===== config.mk =====
export PLATFORM = sky130hd
export DESIGN_NAME = lhlr_back
export DESIGN_NICKNAME = d
export VERILOG_FILES = /design/src/rtl/core/lhlr_pkg.sv /design/src/rtl/core/lhlr_back.sv
export SDC_FILE = /design/constraint.sdc
export NUM_CORES = 2
export LEC_CHECK = 0
export BUFFER_PORTS_ARGS = -buffer_cell sky130_fd_sc_hd__buf_4
export CAP_MARGIN = 15
export CORE_MARGIN = 1
export CORE_UTILIZATION = 65
export DETAILED_ROUTE_END_ITERATION = 6
export PLACE_DENSITY = 0.87
export SYNTH_ARGS = -nofsm -noshare
export SYNTH_HDL_FRONTEND = slang
export SYNTH_SLANG_ARGS = --single-unit
export TNS_END_PERCENT = 20

===== constraint.sdc =====
create_clock -name clk -period 15.4 [get_ports clk]
set_clock_uncertainty 0.05 [all_clocks]
set_input_delay 0 -clock clk [delete_from_list [all_inputs] [get_ports clk]]
set_output_delay 0 -clock clk [all_outputs]
set_load 0.01 [all_outputs]

===== src/rtl/core/lhlr_pkg.sv =====
// Shared constants for the luminance replacement core.
`timescale 1ns / 1ps
package lhlr_pkg;
  // Default sample width, Q0.S fractions.
  localparam int unsigned SAMPLE_BITS_DEF = 16;
endpackage


===== src/rtl/core/lhlr_back.sv =====
// Back end: HSL to RGB with replaced lightness, saturation and H-alpha add.
`timescale 1ns / 1ps
module lhlr_back
  import lhlr_pkg::*;
#(
  parameter int unsigned SAMPLE_BITS = SAMPLE_BITS_DEF
) (
  input  logic                   clk,
  input  logic                   rst_n,
  input  logic                   en,
  input  logic                   halpha_en,
  input  logic                   in_valid,
  input  logic [SAMPLE_BITS:0]   sat,
  input  logic [SAMPLE_BITS:0]   hue_q,
  input  logic [SAMPLE_BITS-1:0] lum,
  input  logic [SAMPLE_BITS-1:0] halpha,
  output logic                   out_valid,
  output logic [SAMPLE_BITS:0]   red,
  output logic [SAMPLE_BITS-1:0] green,
  output logic [SAMPLE_BITS-1:0] blue
);
  localparam int unsigned S = SAMPLE_BITS;
  localparam logic [2:0] SEXT_RY = 3'd0;
  localparam logic [2:0] SEXT_YG = 3'd1;
  localparam logic [2:0] SEXT_GC = 3'd2;
  localparam logic [2:0] SEXT_CB = 3'd3;
  localparam logic [2:0] SEXT_BM = 3'd4;
  localparam logic [S-1:0] HALF = S'(1) << (S-1);

  logic [3:0] vld_r;

  // stage P: p = l * s
  logic [S-1:0]   p_l_r, p_ha_r, p_hue_r;
  logic [S:0]     p_s_r, p_p_r, p_p_nxt;
  logic [2*S:0]   prod_ls;
  // stage V: vv, mm, sextant split
  logic [S+1:0]   v_vv_r, v_mm_r, vv_nxt, mm_nxt;
  logic signed [S+2:0] mm_raw;
  logic [S+2:0]   t6;
  logic [2:0]     v_sext_r;
  logic [S-1:0]   v_fract_r, v_l_r, v_ha_r;
  // stage W: w = (vv - mm) * fract
  logic [2*S+1:0] prod_w;
  logic [S+1:0]   w_w_r, w_vv_r, w_mm_r;
  logic [2:0]     w_sext_r;
  logic [S-1:0]   w_l_r, w_ha_r;
  // stage O
  logic [S+1:0]   mid1, mid2, rsel, gsel, bsel;
  logic [S-1:0]   rsat, gsat, bsat;
  logic [S:0]     red_r;
  logic [S-1:0]   green_r, blue_r;

  always_ff @(posedge clk) begin
    if (!rst_n) begin
      vld_r <= '0;
    end else if (en) begin
      vld_r <= {vld_r[2:0], in_valid};
    end
  end

  assign prod_ls = (2*S+1)'(lum) * (2*S+1)'(sat);
  assign p_p_nxt = prod_ls[2*S:S];

  always_ff @(posedge clk) begin
    if (en) begin
      p_l_r   <= lum;
      p_ha_r  <= halpha;
      p_s_r   <= sat;
      p_p_r   <= p_p_nxt;
      // a hue of exactly one wraps to zero
      p_hue_r <= hue_q[S] ? '0 : hue_q[S-1:0];
    end
  end

  always_comb begin
    if (p_l_r <= HALF) vv_nxt = (S+2)'(p_l_r) + (S+2)'(p_p_r);
    else vv_nxt = (S+2)'(p_l_r) + (S+2)'(p_s_r) - (S+2)'(p_p_r);
    mm_raw = $signed({2'b00, p_l_r, 1'b0}) - $signed({1'b0, vv_nxt});
    if (mm_raw < 0) mm_nxt = '0;
    else if (mm_raw > $signed({1'b0, vv_nxt})) mm_nxt = vv_nxt;
    else mm_nxt = mm_raw[S+1:0];
    t6 = (S+3)'(p_hue_r) * (S+3)'(6);
  end

  always_ff @(posedge clk) begin
    if (en) begin
      v_vv_r    <= vv_nxt;
      v_mm_r    <= mm_nxt;
      v_sext_r  <= t6[S+2:S];
      v_fract_r <= t6[S-1:0];
      v_l_r     <= p_l_r;
      v_ha_r    <= p_ha_r;
    end
  end

  assign prod_w = (2*S+2)'(v_vv_r - v_mm_r) * (2*S+2)'(v_fract_r);

  always_ff @(posedge clk) begin
    if (en) begin
      w_w_r    <= prod_w[2*S+1:S];
      w_vv_r   <= v_vv_r;
      w_mm_r   <= v_mm_r;
      w_sext_r <= v_sext_r;
      w_l_r    <= v_l_r;
      w_ha_r   <= v_ha_r;
    end
  end

  always_comb begin
    mid1 = w_mm_r + w_w_r;
    mid2 = w_vv_r - w_w_r;
    case (w_sext_r)
      SEXT_RY: begin rsel = w_vv_r; gsel = mid1;   bsel = w_mm_r; end
      SEXT_YG: begin rsel = mid2;   gsel = w_vv_r; bsel = w_mm_r; end
      SEXT_GC: begin rsel = w_mm_r; gsel = w_vv_r; bsel = mid1;   end
      SEXT_CB: begin rsel = w_mm_r; gsel = mid2;   bsel = w_vv_r; end
      SEXT_BM: begin rsel = mid1;   gsel = w_mm_r; bsel = w_vv_r; end
      default: begin rsel = w_vv_r; gsel = w_mm_r; bsel = mid2;   end
    endcase
    if (w_vv_r == '0) begin
      // zero lightness after replacement: pass luminance straight
      rsat = w_l_r;
      gsat = w_l_r;
      bsat = w_l_r;
    end else begin
      rsat = (rsel[S+1:S] != 2'b00) ? '1 : rsel[S-1:0];
      gsat = (gsel[S+1:S] != 2'b00) ? '1 : gsel[S-1:0];
      bsat = (bsel[S+1:S] != 2'b00) ? '1 : bsel[S-1:0];
    end
  end

  always_ff @(posedge clk) begin
    if (en) begin
      red_r   <= (S+1)'(rsat) + (halpha_en ? (S+1)'(w_ha_r) : '0);
      green_r <= gsat;
      blue_r  <= bsat;
    end
  end

  assign out_valid = vld_r[3];
  assign red       = red_r;
  assign green     = green_r;
  assign blue      = blue_r;

`ifndef SYNTHESIS
  a_mm_le_vv: assert property (@(posedge clk) disable iff (!rst_n)
    vld_r[1] |-> (v_mm_r <= v_vv_r))
    else $error("mm above vv");
  a_sext_range: assert property (@(posedge clk) disable iff (!rst_n)
    vld_r[1] |-> (v_sext_r <= SEXT_BM + 3'd1))
    else $error("sextant out of range");
  a_w_span: assert property (@(posedge clk) disable iff (!rst_n)
    vld_r[2] |-> (w_w_r <= w_vv_r - w_mm_r))
    else $error("interpolation exceeds span");
`endif
endmodule


== Word-level counts from Yosys, hierarchy flattened ==
Cells that the tools add are included.

* Register bits after elaboration: 310
* Bits of input ports: 71
* Output and inout port bits: 50
* Logic and storage cells: 60

* Add/subtract/negate cells: 8
* $mul: 3
* $lt $le $gt $ge: 3
* Eq/ne operators: 4
* Muxes and demuxes: 12
* Reductions and logical operators: 9

{| class="wikitable"
|+ Operators by type and width
! cell !! count
|-
| $pmux 18 s3 || 3
|-
| $mux 16 || 7
|-
| $add 16x17->18 || 2
|-
| $mux 18 || 2
|-
| $mul 34x15->33 || 1
|-
| $mul 16x17->33 || 1
|-
| $gt 19x19->1 || 1
|-
| $lt 19x1->1 const B || 1
|-
| $sub 17x18->19 || 1
|-
| $sub 18x18->19 || 1
|-
| $add 18x18->18 || 1
|-
| $logic_not 18->1 || 1
|-
| $mul 16x2->18 const B || 1
|-
| $sub 18x17->18 || 1
|-
| $sub 18x18->18 || 1
|-
| $add 16x16->17 || 1
|-
| $le 16x16->1 const B || 1
|-
| $reduce_or 2->1 || 4
|-
| $eq 3x2->1 const B || 2
|-
| $reduce_bool 2->1 || 3
|-
| $eq 3x1->1 const B || 1
|-
| $eq 3x3->1 const B || 1
|-
| $logic_not 3->1 || 1
|}

== Depth between registers and ports, before layout ==
* Depth after elaboration: 7
* Depth in mapped cells: 34
* Mapped depth without buffers: 33

== Least setup slack after synthesis ==
Ideal clock, no wire load.

* Path type: reg-to-reg
* Start point: register v_vv_r[0]
* End point: register w_w_r[16] (data pin)
* Library setup time: 0.258 ns
* Arrival time: 7.663 ns
* Required time: 15.092 ns
* Slack: 7.429 ns
* Cell stages (with the launch flop): 31
* Period minus slack after synthesis: 7.971 ns
* Cells stage by stage: edfxtp_1 > inv_1 > ha_1 > inv_1 > fa_1 > a21oi_1 > o2111ai_1 > a31o_2 > o2bb2ai_1 > a21oi_1 > o211ai_1 > a21oi_1 > buf_2 > nand2_1 > fa_1 > fa_1 > inv_1 > fa_1 > fa_1 > fa_1 > fa_1 > ha_1 > a21o_1 > a21o_1 > a211oi_1 > o221ai_1 > a311oi_1 > nor3_1 > a211o_1 > a21oi_1 > xnor2_1

* Longest elaborated chain between the ends: 2

{| class="wikitable"
|+ Ends and longest elaborated chain
! item !! line !! source
|-
| start, declared || lhlr_back.sv:37 || <nowiki>logic [S+1:0] v_vv_r, v_mm_r, vv_nxt, mm_nxt;</nowiki>
|-
| start signal, assigned || lhlr_back.sv:87 || <nowiki>v_vv_r <= vv_nxt;</nowiki>
|-
| $sub 18x18->19 || lhlr_back.sv:96 || <nowiki>assign prod_w = (2*S+2)'(v_vv_r - v_mm_r) * (2*S+2)'(v_fract_r);</nowiki>
|-
| $mul 34x15->33 || lhlr_back.sv:96 ||
|-
| via prod_w[32] || lhlr_back.sv:43 || <nowiki>logic [2*S+1:0] prod_w;</nowiki>
|-
| end signal, assigned || lhlr_back.sv:100 || <nowiki>w_w_r <= prod_w[2*S+1:S];</nowiki>
|-
| end, declared || lhlr_back.sv:44 || <nowiki>logic [S+1:0] w_w_r, w_vv_r, w_mm_r;</nowiki>
|}

The timed path passes the listed nets, and every way through them passes these cells.
A chain may end at the register's enable or synchronous reset.

== Worst setup path in the final report ==
* Start point: register v_vv_r[0]
* End point: register w_w_r[14] (data pin)

Same word-level chain as after synthesis.

==> results.yml <==
detailed_routing:
  wl_per_cell_um: 20.3
  routed_wl_um: 95900
  firstDrtPassIters: 6
  ant_nets: 0
  drc: 0
  top_layer: "met4"
  drt_iter0_drc: 2888
  num_vias: 28400
  vias_per_cell: 6.01
  drt-met1-wl_um: 35600
  route.met2.wl_um: 46700
  dr_wl_met3_um: 8890
critical_path:
  cpPeakStageDelay_ps: 710
  cpMaxStageDelayCell: "fa_1"
  cp_max_fo: 14
  path_class: "flip-flop to flip-flop"
  path_common_cell: "fa_1"
  cp.arrival_ps: 9190
  cp-end-kind: "flip-flop"
  startpoint_type: "flip-flop"
  crit_required_ps: 15630
synthesis:
  muxShareOfSynthArea: 0.0107
  synthArstFlopShare: 0
  synth_compound_gate_area_share: 0.107
  postSynthCellCount: 3796
  syn_area_um2: 37400
  yosysSeqAreaShare: 0.248
  avgSynthCellArea_um2: 9.86
  synth.distinct_cells: 100
  synth_top_family_by_area: "adder cells"
  synth-adder-area-share: 0.375
  synth-edff-count: 306
  syn-num-nets: 4690
  ys_ff_latch: 310
  yosysWarnings: 0
  synth_xor_area_frac: 0.0351
  synth_top_flop_cell: "edfxtp_1"
  synth_simple_gate_area_share: 0.143
die:
  die_h_um: 242
  fp.dieArea_um2: 58600
  rows: 87
  initial_core_util: 0.661
  die_w_um: 242
  core_area_um2: 56600
  ios: 121
place:
  gp_congestion: 1.00
  io_buffers: 120
  dp.cells: 4573
  dp_hpwl_um: 71400
cells_and_area:
  fillCellCount: 3867
  n_antenna_cell: 0
  multi_input_area_um2: 25200
  final_cell_mix: "inv_1 (672), fa_1 (497), nand2_1 (411)"
  synthToLayoutAreaGrowth_pct: 9.68
  finish.cell_count_without_fillers: 4721
  final_common_cell: "inv_1"
  area.sequential_um2: 9270
  layout-drive-gt1-share: 0.0689
  utilization: 0.725
  final_nets: 4834
sta:
  fmax_mhz: 112
  finalSetupTns_ps: 0
  hold_violations: 0
  setup_violations: 0
  period_needed_ps: 8960
  tightest_slew_ps: 1130
  fin_crit_sh: 0.582
  timing.hold.ws_ps: 107
  rsz0062_at_grt: "false"
  slew_viol_final: 0
  max-slew-margin-rel: 0.245
clock_tree:
  cts_root_buffer: "clkbuf_16"
  clock_latency_ps: 550
  cts_made_buffers: 35
  cts_tree: "built"
  path_clk_slew_ps: 60
  clock_sinks: 310
  cts.path.max_buffers: 3
  ctsHtreeMaxLevel: 2
  cts_resized: 0
grt:
  first_global_vias: 29600
  grt_usage: 0.334
  grt_overflow: 0
  grt_pass1_wl_um: 154000
  antenna_found_initial: 0
  grt_max_degree: 97
hold_path:
  min_path_type: "input pin to flip-flop"
status:
  status: "finished clean"
flow_run:
  maxCapViolCount: 0
[final timing paths]
kind,from,end,slack [ps],cells past startpoint
setup reg to reg,v_vv_r[0],w_w_r[14],6440,29
setup / recovery,v_vv_r[0],w_w_r[14],6440,29
hold / removal,halpha[9],p_ha_r[9],110,2
hold reg to reg,p_ha_r[14],v_ha_r[14],360,0
[metrics by stage]
| stage | worst slack (ps) | area, um2 |
|---|---|---|
| 2_1_floorplan | 7430 | 37400 |
| 3_3_place_gp | 6710 | 39100 |
| 3_5_place_dp | 6400 | 39100 |
| 4_1_cts | 6320 | 41100 |
| 5_1_grt | 5880 | 41100 |
| 6_report | 6440 | 41100 |
[cells in the mapped netlist, types with 90 or more instances]
master | number | area share
ha_1 | 326 | 0.11
and2_1 | 259 | 0.043
xnor2_1 | 96 | 0.022
clkbuf_1 | 114 | 0.011
nor2_1 | 171 | 0.017
a21oi_1 | 145 | 0.019
o21ai_0 | 90 | 0.012
edfxtp_1 | 306 | 0.25
fa_1 | 497 | 0.27
nand2_1 | 411 | 0.041
inv_1 | 672 | 0.067
[flip-flops by register name, indices dropped and copies added (netlist names), 17 cells and up]
register and count:
v_mm_r 18, v_vv_r 18, w_mm_r 18, w_vv_r 18, w_w_r 18, p_p_r 17
p_s_r 17, red 17
[cells by family after synthesis]
| logic type | Yosys count |
|---|---|
| buf+inv | 804 |
| compound gates | 576 |
| xor+xnor | 147 |
| flops | 310 |
| fa+ha+maj | 823 |
| mux | 39 |
| simple gates | 1097 |
[critical path: cells and delay by family, from the launching register on]
kind / cells / cell delay (ps)
xor gates and xnor gates: 1 / 90
and+or+nand+nor: 3 / 860
DFF: 1 / 400
adders and majority gates: 9 / 4270
AOI/OAI and AO/OA: 11 / 2390
buffers and inverters: 5 / 640
[metal layers]
metal	global-route usage	up-vias
li1	-	12700
met1	0.420	13800
met2	0.567	1506
met3	0.0619	356
met4	0.144	0
met5	0	-
[layout make-up]
| class | instances | share of cell area |
|---|---|---|
| Clock inverter | 19 | 0.00439 |
| Multi-Input combinational cell | 2682 | 0.614 |
| Tap cell | 756 | 0.0230 |
| Inverter | 675 | 0.0617 |
| Timing Repair Buffer | 236 | 0.0485 |
| Sequential cell | 310 | 0.226 |
| Clock buffer | 43 | 0.0231 |
[timing repair]
action | CTS | global route
setup endpoints to repair | 0 | 0
hold buffers | 85 | 0
hold endpoints to repair | 142 | 0
setup buffers | 0 | 0
Power is left out: the tool's default activity adds up to more than one toggle a clock period on the data nets, which glitch-free logic cannot reach.
