$ cat config.mk
export PLATFORM = sky130hd
export DESIGN_NAME = lhlr_div
export DESIGN_NICKNAME = d
export VERILOG_FILES = /design/src/rtl/core/lhlr_pkg.sv /design/src/rtl/core/lhlr_div.sv
export SDC_FILE = /design/constraint.sdc
export NUM_CORES = 1
export LEC_CHECK = 0
export ABC_CLOCK_PERIOD_IN_PS = 2700
export BUFFER_PORTS_ARGS = -buffer_cell sky130_fd_sc_hd__clkbuf_2
export CORE_UTILIZATION = 55
export CTS_BUF_LIST = sky130_fd_sc_hd__clkbuf_4
export DETAILED_ROUTE_END_ITERATION = 6
export MAX_ROUTING_LAYER = met4
export PLACE_DENSITY_LB_ADDON = 0.12
export SLEW_MARGIN = 10
export SYNTH_ARGS = -nofsm -noshare
export SYNTH_HDL_FRONTEND = slang
export SYNTH_SLANG_ARGS = --single-unit
$ cat constraint.sdc
create_clock -name clk -period 2.7 [get_ports clk]
set_input_delay 0.54 -clock clk [delete_from_list [all_inputs] [get_ports clk]]
set_output_delay 0.54 -clock clk [all_outputs]
set_load 0.05 [all_outputs]
$ cat src/rtl/core/lhlr_pkg.sv
// Shared constants for the luminance replacement core.
`timescale 1ns / 1ps
package lhlr_pkg;
  // Default sample width, Q0.S fractions.
  localparam int unsigned SAMPLE_BITS_DEF = 16;
endpackage

$ cat src/rtl/core/lhlr_div.sv
// Pipelined restoring divider, one quotient bit per stage, (num << S) / den.
`timescale 1ns / 1ps
module lhlr_div
  import lhlr_pkg::*;
#(
  parameter int unsigned SAMPLE_BITS = SAMPLE_BITS_DEF,
  parameter int unsigned DW = SAMPLE_BITS + 1,
  parameter int unsigned PW = 1
) (
  input  logic                   clk,
  input  logic                   rst_n,
  input  logic                   en,
  input  logic                   in_valid,
  input  logic [DW-1:0]          num,   // must not exceed den
  input  logic [DW-1:0]          den,
  input  logic [PW-1:0]          pay_in,
  output logic                   out_valid,
  output logic [SAMPLE_BITS:0]   quo,
  output logic [PW-1:0]          pay_out
);
  localparam int unsigned S = SAMPLE_BITS;

  logic [DW-1:0] rem_r [0:S];
  logic [DW-1:0] den_r [0:S];
  logic [S:0]    quo_r [0:S];
  logic [PW-1:0] pay_r [0:S];
  logic [S:0]    vld_r;

  always_ff @(posedge clk) begin
    if (!rst_n) begin
      vld_r <= '0;
    end else if (en) begin
      vld_r <= {vld_r[S-1:0], in_valid};
    end
  end

  // top bit: quotient is at most one
  always_ff @(posedge clk) begin
    if (en) begin
      rem_r[0] <= (num >= den) ? num - den : num;
      den_r[0] <= den;
      quo_r[0] <= (S+1)'(num >= den);
      pay_r[0] <= pay_in;
    end
  end

  for (genvar k = 1; k <= S; k++) begin : g_stage
    logic [DW:0] trial;
    logic        ge;
    assign trial = {rem_r[k-1], 1'b0};
    assign ge    = trial >= {1'b0, den_r[k-1]};
    always_ff @(posedge clk) begin
      if (en) begin
        rem_r[k] <= ge ? DW'(trial - {1'b0, den_r[k-1]}) : trial[DW-1:0];
        den_r[k] <= den_r[k-1];
        quo_r[k] <= {quo_r[k-1][S-1:0], ge};
        pay_r[k] <= pay_r[k-1];
      end
    end
  end

  assign out_valid = vld_r[S];
  assign quo       = quo_r[S];
  assign pay_out   = pay_r[S];
endmodule

== Word-level counts from Yosys, hierarchy flattened ==
Memory sizes are Yosys's and may differ from the RTL's.
Index checks and enable logic that the tools add are counted.

* Add/sub/neg operators: 17
* Magnitude comparators: 17
* Mux-type cells: 19

{| class="wikitable"
|+ Operator list
! kind !! count
|-
| 17-bit two-way mux || 17
|-
| 17-bit subtractor || 17
|-
| 18-bit by 17-bit >= comparator with 1-bit output || 16
|-
| 17-bit >= comparator || 1
|-
| 1-bit two-way mux || 2
|}

* Bits in registers: 17
* Memory bits (writable): 884
* Memories: 4

{| class="wikitable"
|+ Memory list
! memory !! words !! bits a word !! rd ports !! clocked after Yosys merged registers in !! wr ports !! line !! source
|-
| den_r || 17 || 17 || 16 || 0 || 17 || lhlr_div.sv:24 || <nowiki>logic [DW-1:0] den_r [0:S];</nowiki>
|-
| quo_r || 17 || 17 || 17 || 0 || 17 || lhlr_div.sv:25 || <nowiki>logic [S:0] quo_r [0:S];</nowiki>
|-
| rem_r || 17 || 17 || 16 || 0 || 17 || lhlr_div.sv:23 || <nowiki>logic [DW-1:0] rem_r [0:S];</nowiki>
|-
| pay_r || 17 || 1 || 17 || 0 || 17 || lhlr_div.sv:26 || <nowiki>logic [PW-1:0] pay_r [0:S];</nowiki>
|}

== Depth between registers and ports, before layout ==
Gate-level depths: netlist of the first run.
An unclocked memory read counts as a cell.

* Depth after elaboration: 3
* Mapped depth: 12
* Depth with buffers taken out: 11

== Worst setup path after synthesis of the first run ==
No wires, ideal clock.

* Path kind: reg2reg
* Start: memory den_r[0][119] (netlist bit)
* End: memory rem_r[0][145] (netlist bit) (data pin)
* Arrival: 2.667 ns
* Slack: -0.227 ns
* Stages on the path, launching flop included: 11
* Buffers on the path: 1
* Clock period less this slack: 2.927 ns
* Path through: edfxtp_1 > fa_1 > nand2b_1 > a21oi_1 > o221ai_1 > o21a_1 > o21ai_2 > nor2_1 > o21ai_2 > buf_6 > mux2_2

{| class="wikitable"
|+ RTL lines
! item !! line
|-
| start: declaration || lhlr_div.sv:24
|-
| end: declaration || lhlr_div.sv:23
|}

==> flow_metrics.py, run 1 <==
metrics = {
    "sta": {
        "maxSlewViolCount": 0,
        "finalHoldViolations": 0,
        "report.final.setup_viol": 64,
        "fmax_mhz": 344,
        "slew_headroom_pct": 51.3,
        "worst_pin_slew_ns": 0.712,
        "skew_ns": 0.0743,
        "tns_ns": -5.11,
        "finalCriticalPeriod_ns": 2.90,
        "fin_ws_ns": -0.204,
        "finalCritPeriodShare_pct": 108,
        "rsz0062_at_grt": "true",
        "hold_ws_ns": 0.235,
    },
    "place": {
        "gp_congestion": 0.926,
        "dp_hpwl_um": 64000,
        "port_buffers": 57,
        "dpl-instance-area_um2": 43000,
    },
    "yosys": {
        "synth-main-ff-cell": "edfxtp_1",
        "syn_nets": 3511,
        "synthArstFlopShare_pct": 0,
        "synth_area_per_cell_um2": 12.2,
        "syn-instance-count": 3168,
        "ys_ff_latch": 731,
        "synth_edf_count": 714,
        "syn_area_um2": 38500,
        "ys_warn_count": 0,
        "seq_area_frac_synth_pct": 56.5,
        "yosys.cell_types.count": 84,
    },
    "worst_setup_path": {
        "critical_path_class": "reg2reg",
        "critPathCaptureType": "flip-flop",
        "startpoint_type": "flip-flop",
        "worstPathMaxFanout": 2,
        "crit_required_ns": 3.50,
        "cp.arrival_ns": 3.71,
    },
    "cells_and_area": {
        "multi_input_area_um2": 17200,
        "design_area_um2": 48900,
        "fillers": 4927,
        "seqCellArea_um2": 21800,
        "drive_gt1_share_pct": 30.8,
        "area_growth_pct": 26.7,
        "fin_nets": 4243,
    },
    "drt": {
        "dr.pass1.iters": 6,
        "drt_wl_total_um": 90600,
        "vias_per_cell": 5.47,
        "wl_per_cell_um": 18.2,
        "drt_iter0_markers": 1489,
        "drc": 0,
        "via_count": 27200,
        "postRouteAntennaNets": 0,
    },
    "floorplanning": {
        "rows": 96,
        "core_um2": 68900,
        "start_util_pct": 55.9,
        "die_w_um": 267,
        "die_h_um": 267,
        "die_area_um2": 71200,
        "io_pins": 58,
    },
    "status": {
        "failed_checks": "negative setup slack",
        "status": "finished with violations",
    },
    "clocking": {
        "htreeDepth": 4,
        "clock_sinks": 731,
        "cts.reportedPaths.clkPinSlew_ns": 0.06,
        "clock-root-buffer": "clkbuf_4",
        "clock_path_buffers": 3,
        "cts-buffers-inserted": 187,
        "clk_latency_ns": 1.05,
        "cts_tree": "built",
    },
    "global_route": {
        "first_global_vias": 28000,
        "antenna_found_initial": 1,
        "grt_max_degree": 65,
        "grt.total_usage_pct": 25.8,
        "grt_overflow": 0,
        "grt_pass1_wl_um": 140000,
    },
    "power": {
        "ir_drop_uv": 678,
        "power_density_nw_per_um2": 1150,
        "p_leak_uw": 0.0207,
    },
    "flow_run": {
        "maxCapViolations": 0,
    },
    "hold_path": {
        "hold_class": "in2reg",
    },
}
## cells in the final DEF, fill, tap and decap left out, types with 36 or more instances in the layout
cell type,n
buf_4,412
nand3_1,36
xor2_1,89
mux2_4,89
o21ai_0,145
clkbuf_4,251
edfxtp_1,714
inv_1,332
nand2_1,174
a21o_1,80
o21a_1,46
clkbuf_2,56
ha_1,254
clkinv_1,55
a21oi_1,164
xnor2_1,115
nor2_1,151
dlygate4sd3_1,39
buf_6,45
nor2b_1,36
nand2b_1,38
## registers in the layout (all words and copies together) (netlist names)
signal / cells
den_r: 272
pay_r: 17
quo_r: 153
rem_r: 272
vld_r: 17
## Yosys cell counts (all sizes together), types with 54 or more instances
cell type    n  share of area [%]
edfxtp     714                 56
inv        356                3.5
nor2       170                1.7
ha         288                9.3
o21ai      206                2.7
mux2       120                3.6
nand2      179                1.7
nor2b       54               0.92
a21oi      208                2.7
xnor2      118                2.7
xor2        90                2.0
a21o        81                1.6
## worst max-delay path, stage by stage (launching register included)
cell and delay (ns):
edfxtp_1 0.41, ha_1 0.34, a2111oi_0 0.69, a22oi_2 0.18
buf_4 0.18, buf_4 0.14, a21o_1 0.19, a211oi_1 0.25
nor2_1 0.08, mux2_4 0.27
## routing by layer
metal  up-vias  routed length [µm]  GRT usage [%]
met5         -                   0              -
met4         0                3710           13.1
met3       232                3100           4.48
met2       603               48400           45.9
met1     13200               35400           27.4
li1      13200                   -              -
## cell type report
type / instances / area share, %
inverters: 356 / 2.77
well taps: 931 / 2.38
repair inverters: 1 / 0.0230
clock inverters: 81 / 0.971
repair buffers: 589 / 10.3
multi-input cells: 2034 / 35.1
diodes: 1 / 0.00512
clock buffers: 251 / 3.86
flip-flops and latches: 731 / 44.6
## cell families after synthesis
family | share of synthesized area, %
AND/OR/NAND/NOR | 8.06
adder cells (fa/ha/maj) | 10.2
buffers and inverters | 4.08
multiplexers | 4.29
XOR/XNOR | 4.73
flip-flops | 56.5
AO/OA/AOI/OAI | 12.2
## per-stage QoR
stage | total power [µW] | cells | utilization, % | setup WS (ns)
finish | 56100 | 4975 | 70.9 | -0.204
global route | 59500 | 4975 | 70.9 | -0.224
CTS | 53300 | 4915 | 68.4 | -0.353
detailed placement | 41400 | 4479 | 62.4 | -0.419
global placement | 40700 | 4479 | 62.4 | -0.283
floorplan | 33400 | 3168 | - | -0.134
## repair_timing
action	in CTS	in global routing
cloned	5	5
hold buffers	39	0
gates resized for setup	231	275
endpoints found under the hold margin	83	0
endpoints found under the setup margin	224	246
pin swaps	85	127
buffers inserted	64	61
## power by group
group	total (µW)	leakage (µW)	switching (µW)	internal, µW
Clock	9230	0.00138	4700	4530
Combinational	28700	0.0122	14100	14600
Sequential	18100	0.00712	1610	16500
## path summary, 6_finish.rpt
| path | startpoint | to | slack, ns | cells after the start |
|---|---|---|---|---|
| setup / recovery | rem_r[0][227] | rem_r[0][248] | -0.20 | 9 |
| setup reg to reg | rem_r[0][227] | rem_r[0][248] | -0.20 | 9 |
| hold reg to reg | quo_r[0][108] | quo_r[0][126] | 0.39 | 0 |
| hold / removal | pay_in | pay_r[0] | 0.24 | 2 |
No activity file was read; power rests on OpenSTA's default activity.
==> run 2, diff against run 1 <==
CAP_MARGIN = 20   (was default)
PLACE_DENSITY = 0.74   (was default)
PLACE_DENSITY_LB_ADDON = default   (was 0.12)
==> run 2 against run 1 <==
- the flow still finishes with violations (negative setup slack)
- sequential power barely moved
- sequential share of layout area grew 0.84 points
- critical path depth is 3 higher
- final cell count is 1.2% lower
- non-clock buffer count down 55
- largest cell class unchanged
- utilization fell by 1.3 points
- largest power group unchanged
- highest routed layer unchanged
==> flow_metrics.py, run 2 (synthesized netlist as in run 1, its figures left out) <==
metrics = {
    "worst_setup_path": {
        "critPathCaptureType": "flip-flop",
        "worstPathMaxFanout": 5,
        "startpoint_type": "flip-flop",
        "critical_path_class": "reg2reg",
        "cp.arrival_ns": 3.58,
        "crit_required_ns": 3.44,
    },
    "cells_and_area": {
        "final_common_cell": "edfxtp_1",
        "drive_gt1_share_pct": 28.6,
        "seqCellArea_um2": 21800,
        "fillers": 4892,
        "area_growth_pct": 24.4,
        "fin_nets": 4190,
        "fin_util_pct": 69.6,
        "design_area_um2": 48000,
        "final_cell_mix": "edfxtp_1, buf_4, inv_1",
        "multi_input_area_um2": 16800,
        "top_regs": "den_r x272, rem_r x272, quo_r x153",
    },
    "status": {
        "failed_checks": "negative setup slack",
        "status": "finished with violations",
    },
    "global_route": {
        "first_global_vias": 27700,
        "grt.total_usage_pct": 25.5,
        "antenna_found_initial": 1,
        "grt_overflow": 0,
        "grt_pass1_wl_um": 138000,
        "grt_max_degree": 64,
    },
    "floorplanning": {
        "io_pins": 58,
        "die_w_um": 267,
        "rows": 96,
        "die_h_um": 267,
        "start_util_pct": 55.9,
        "die_area_um2": 71200,
        "core_um2": 68900,
    },
    "place": {
        "dp_slack_ns": -0.325,
        "gp_congestion": 0.954,
        "dpl-instance-area_um2": 42800,
        "dp_hpwl_um": 63800,
        "port_buffers": 57,
    },
    "sta": {
        "skew_ns": 0.0635,
        "finalCritPeriodShare_pct": 105,
        "finalCriticalPeriod_ns": 2.85,
        "finalHoldViolations": 0,
        "maxSlewViolCount": 0,
        "report.final.setup_viol": 63,
        "rsz0062_at_grt": "true",
        "fin_ws_ns": -0.147,
        "worst_pin_slew_ns": 0.544,
        "fmax_mhz": 351,
        "hold_ws_ns": 0.289,
        "slew_headroom_pct": 63.4,
    },
    "drt": {
        "via_count": 27000,
        "drc": 0,
        "postRouteAntennaNets": 0,
        "drt_iter0_markers": 1544,
        "vias_per_cell": 5.49,
        "dr.pass1.iters": 6,
        "drt_wl_total_um": 89300,
        "wl_per_cell_um": 18.2,
    },
    "power": {
        "power_density_nw_per_um2": 1140,
        "ir_drop_uv": 525,
        "p_leak_uw": 0.0202,
    },
    "flow_run": {
        "maxCapViolations": 0,
    },
    "clocking": {
        "clock_path_buffers": 3,
        "htreeDepth": 4,
        "cts-buffers-inserted": 189,
        "clk_latency_ns": 1.00,
        "clock-root-buffer": "clkbuf_4",
        "clock_sinks": 731,
        "cts_tree": "built",
        "cts.reportedPaths.clkPinSlew_ns": 0.06,
    },
    "hold_path": {
        "hold_class": "in2reg",
    },
}
## run 2: cell count changes in the layout (fill, tap and decap cells not counted), moves of 5 or more
| cell | change |
|---|---|
| mux2_4 | -19 |
| mux2_2 | +18 |
| clkinv_2 | -7 |
| a21oi_2 | -6 |
| nor2_2 | -5 |
| buf_6 | -14 |
| nor2_1 | +9 |
| a21oi_1 | +9 |
| buf_4 | -45 |
## run 2: worst paths after layout
check | startpoint | endpoint | slack [ns] | cells after the start
max | den_r[0][155] | rem_r[0][173] | -0.15 | 12
min | den[11] | den_r[0][11] | 0.29 | 2
max reg2reg | den_r[0][155] | rem_r[0][173] | -0.15 | 12
min reg2reg | pay_r[7] | pay_r[8] | 0.36 | 0
## run 2: final cells by class
class                           instances  area share [%]
Sequential cell                       731            45.4
Multi-Input combinational cell       2034            35.0
Timing Repair Buffer                  534            9.56
Clock buffer                          253            3.96
Inverter                              356            2.80
Tap cell                              931            2.43
Clock inverter                         72           0.830
Timing Repair inverter                  1          0.0183
Antenna cell                            1         0.00522
## run 2: worst max-delay path, cell delays in order, from the launching register on
cell      delay, ns
edfxtp_1       0.43
inv_2          0.10
ha_4           0.20
nor2b_4        0.12
o31a_1         0.29
o31ai_4        0.25
nand2_2        0.09
o21ai_2        0.15
a211oi_2       0.10
nor4_4         0.23
buf_4          0.18
buf_12         0.12
mux2_2         0.32
## run 2: repair_timing
| item | in CTS | in global routing |
|---|---|---|
| pin swaps | 61 | 96 |
| endpoints found under the setup margin | 185 | 231 |
| resized for setup | 136 | 258 |
| setup buffers | 31 | 64 |
| hold buffers | 39 | 0 |
| hold endpoints to repair | 85 | 0 |
| gates cloned | 2 | 15 |
## run 2: layer usage
layer / track usage (%) / vias to the layer above / wire [µm]
li1: - / 13100 / -
met1: 27.4 / 13000 / 34900
met2: 45.0 / 675 / 47400
met3: 4.62 / 222 / 3600
met4: 12.5 / 0 / 3400
met5: - / - / 0
## run 2: per-stage QoR
stage | cells | TNS [ns] | total power, µW
after CTS | 4838 | -5.64 | 51700
final | 4913 | -4.02 | 54600
after global placement | 4445 | -7.98 | 40300
after floorplan | 3168 | -1.37 | 33400
after detailed placement | 4445 | -17.01 | 41100
after global routing | 4913 | -11.88 | 58000
## run 2: power by group
part	internal (µW)	leakage (µW)	switching, µW
registers	16500	0.00712	1810
logic	13900	0.0118	13300
clock network	4430	0.00134	4600
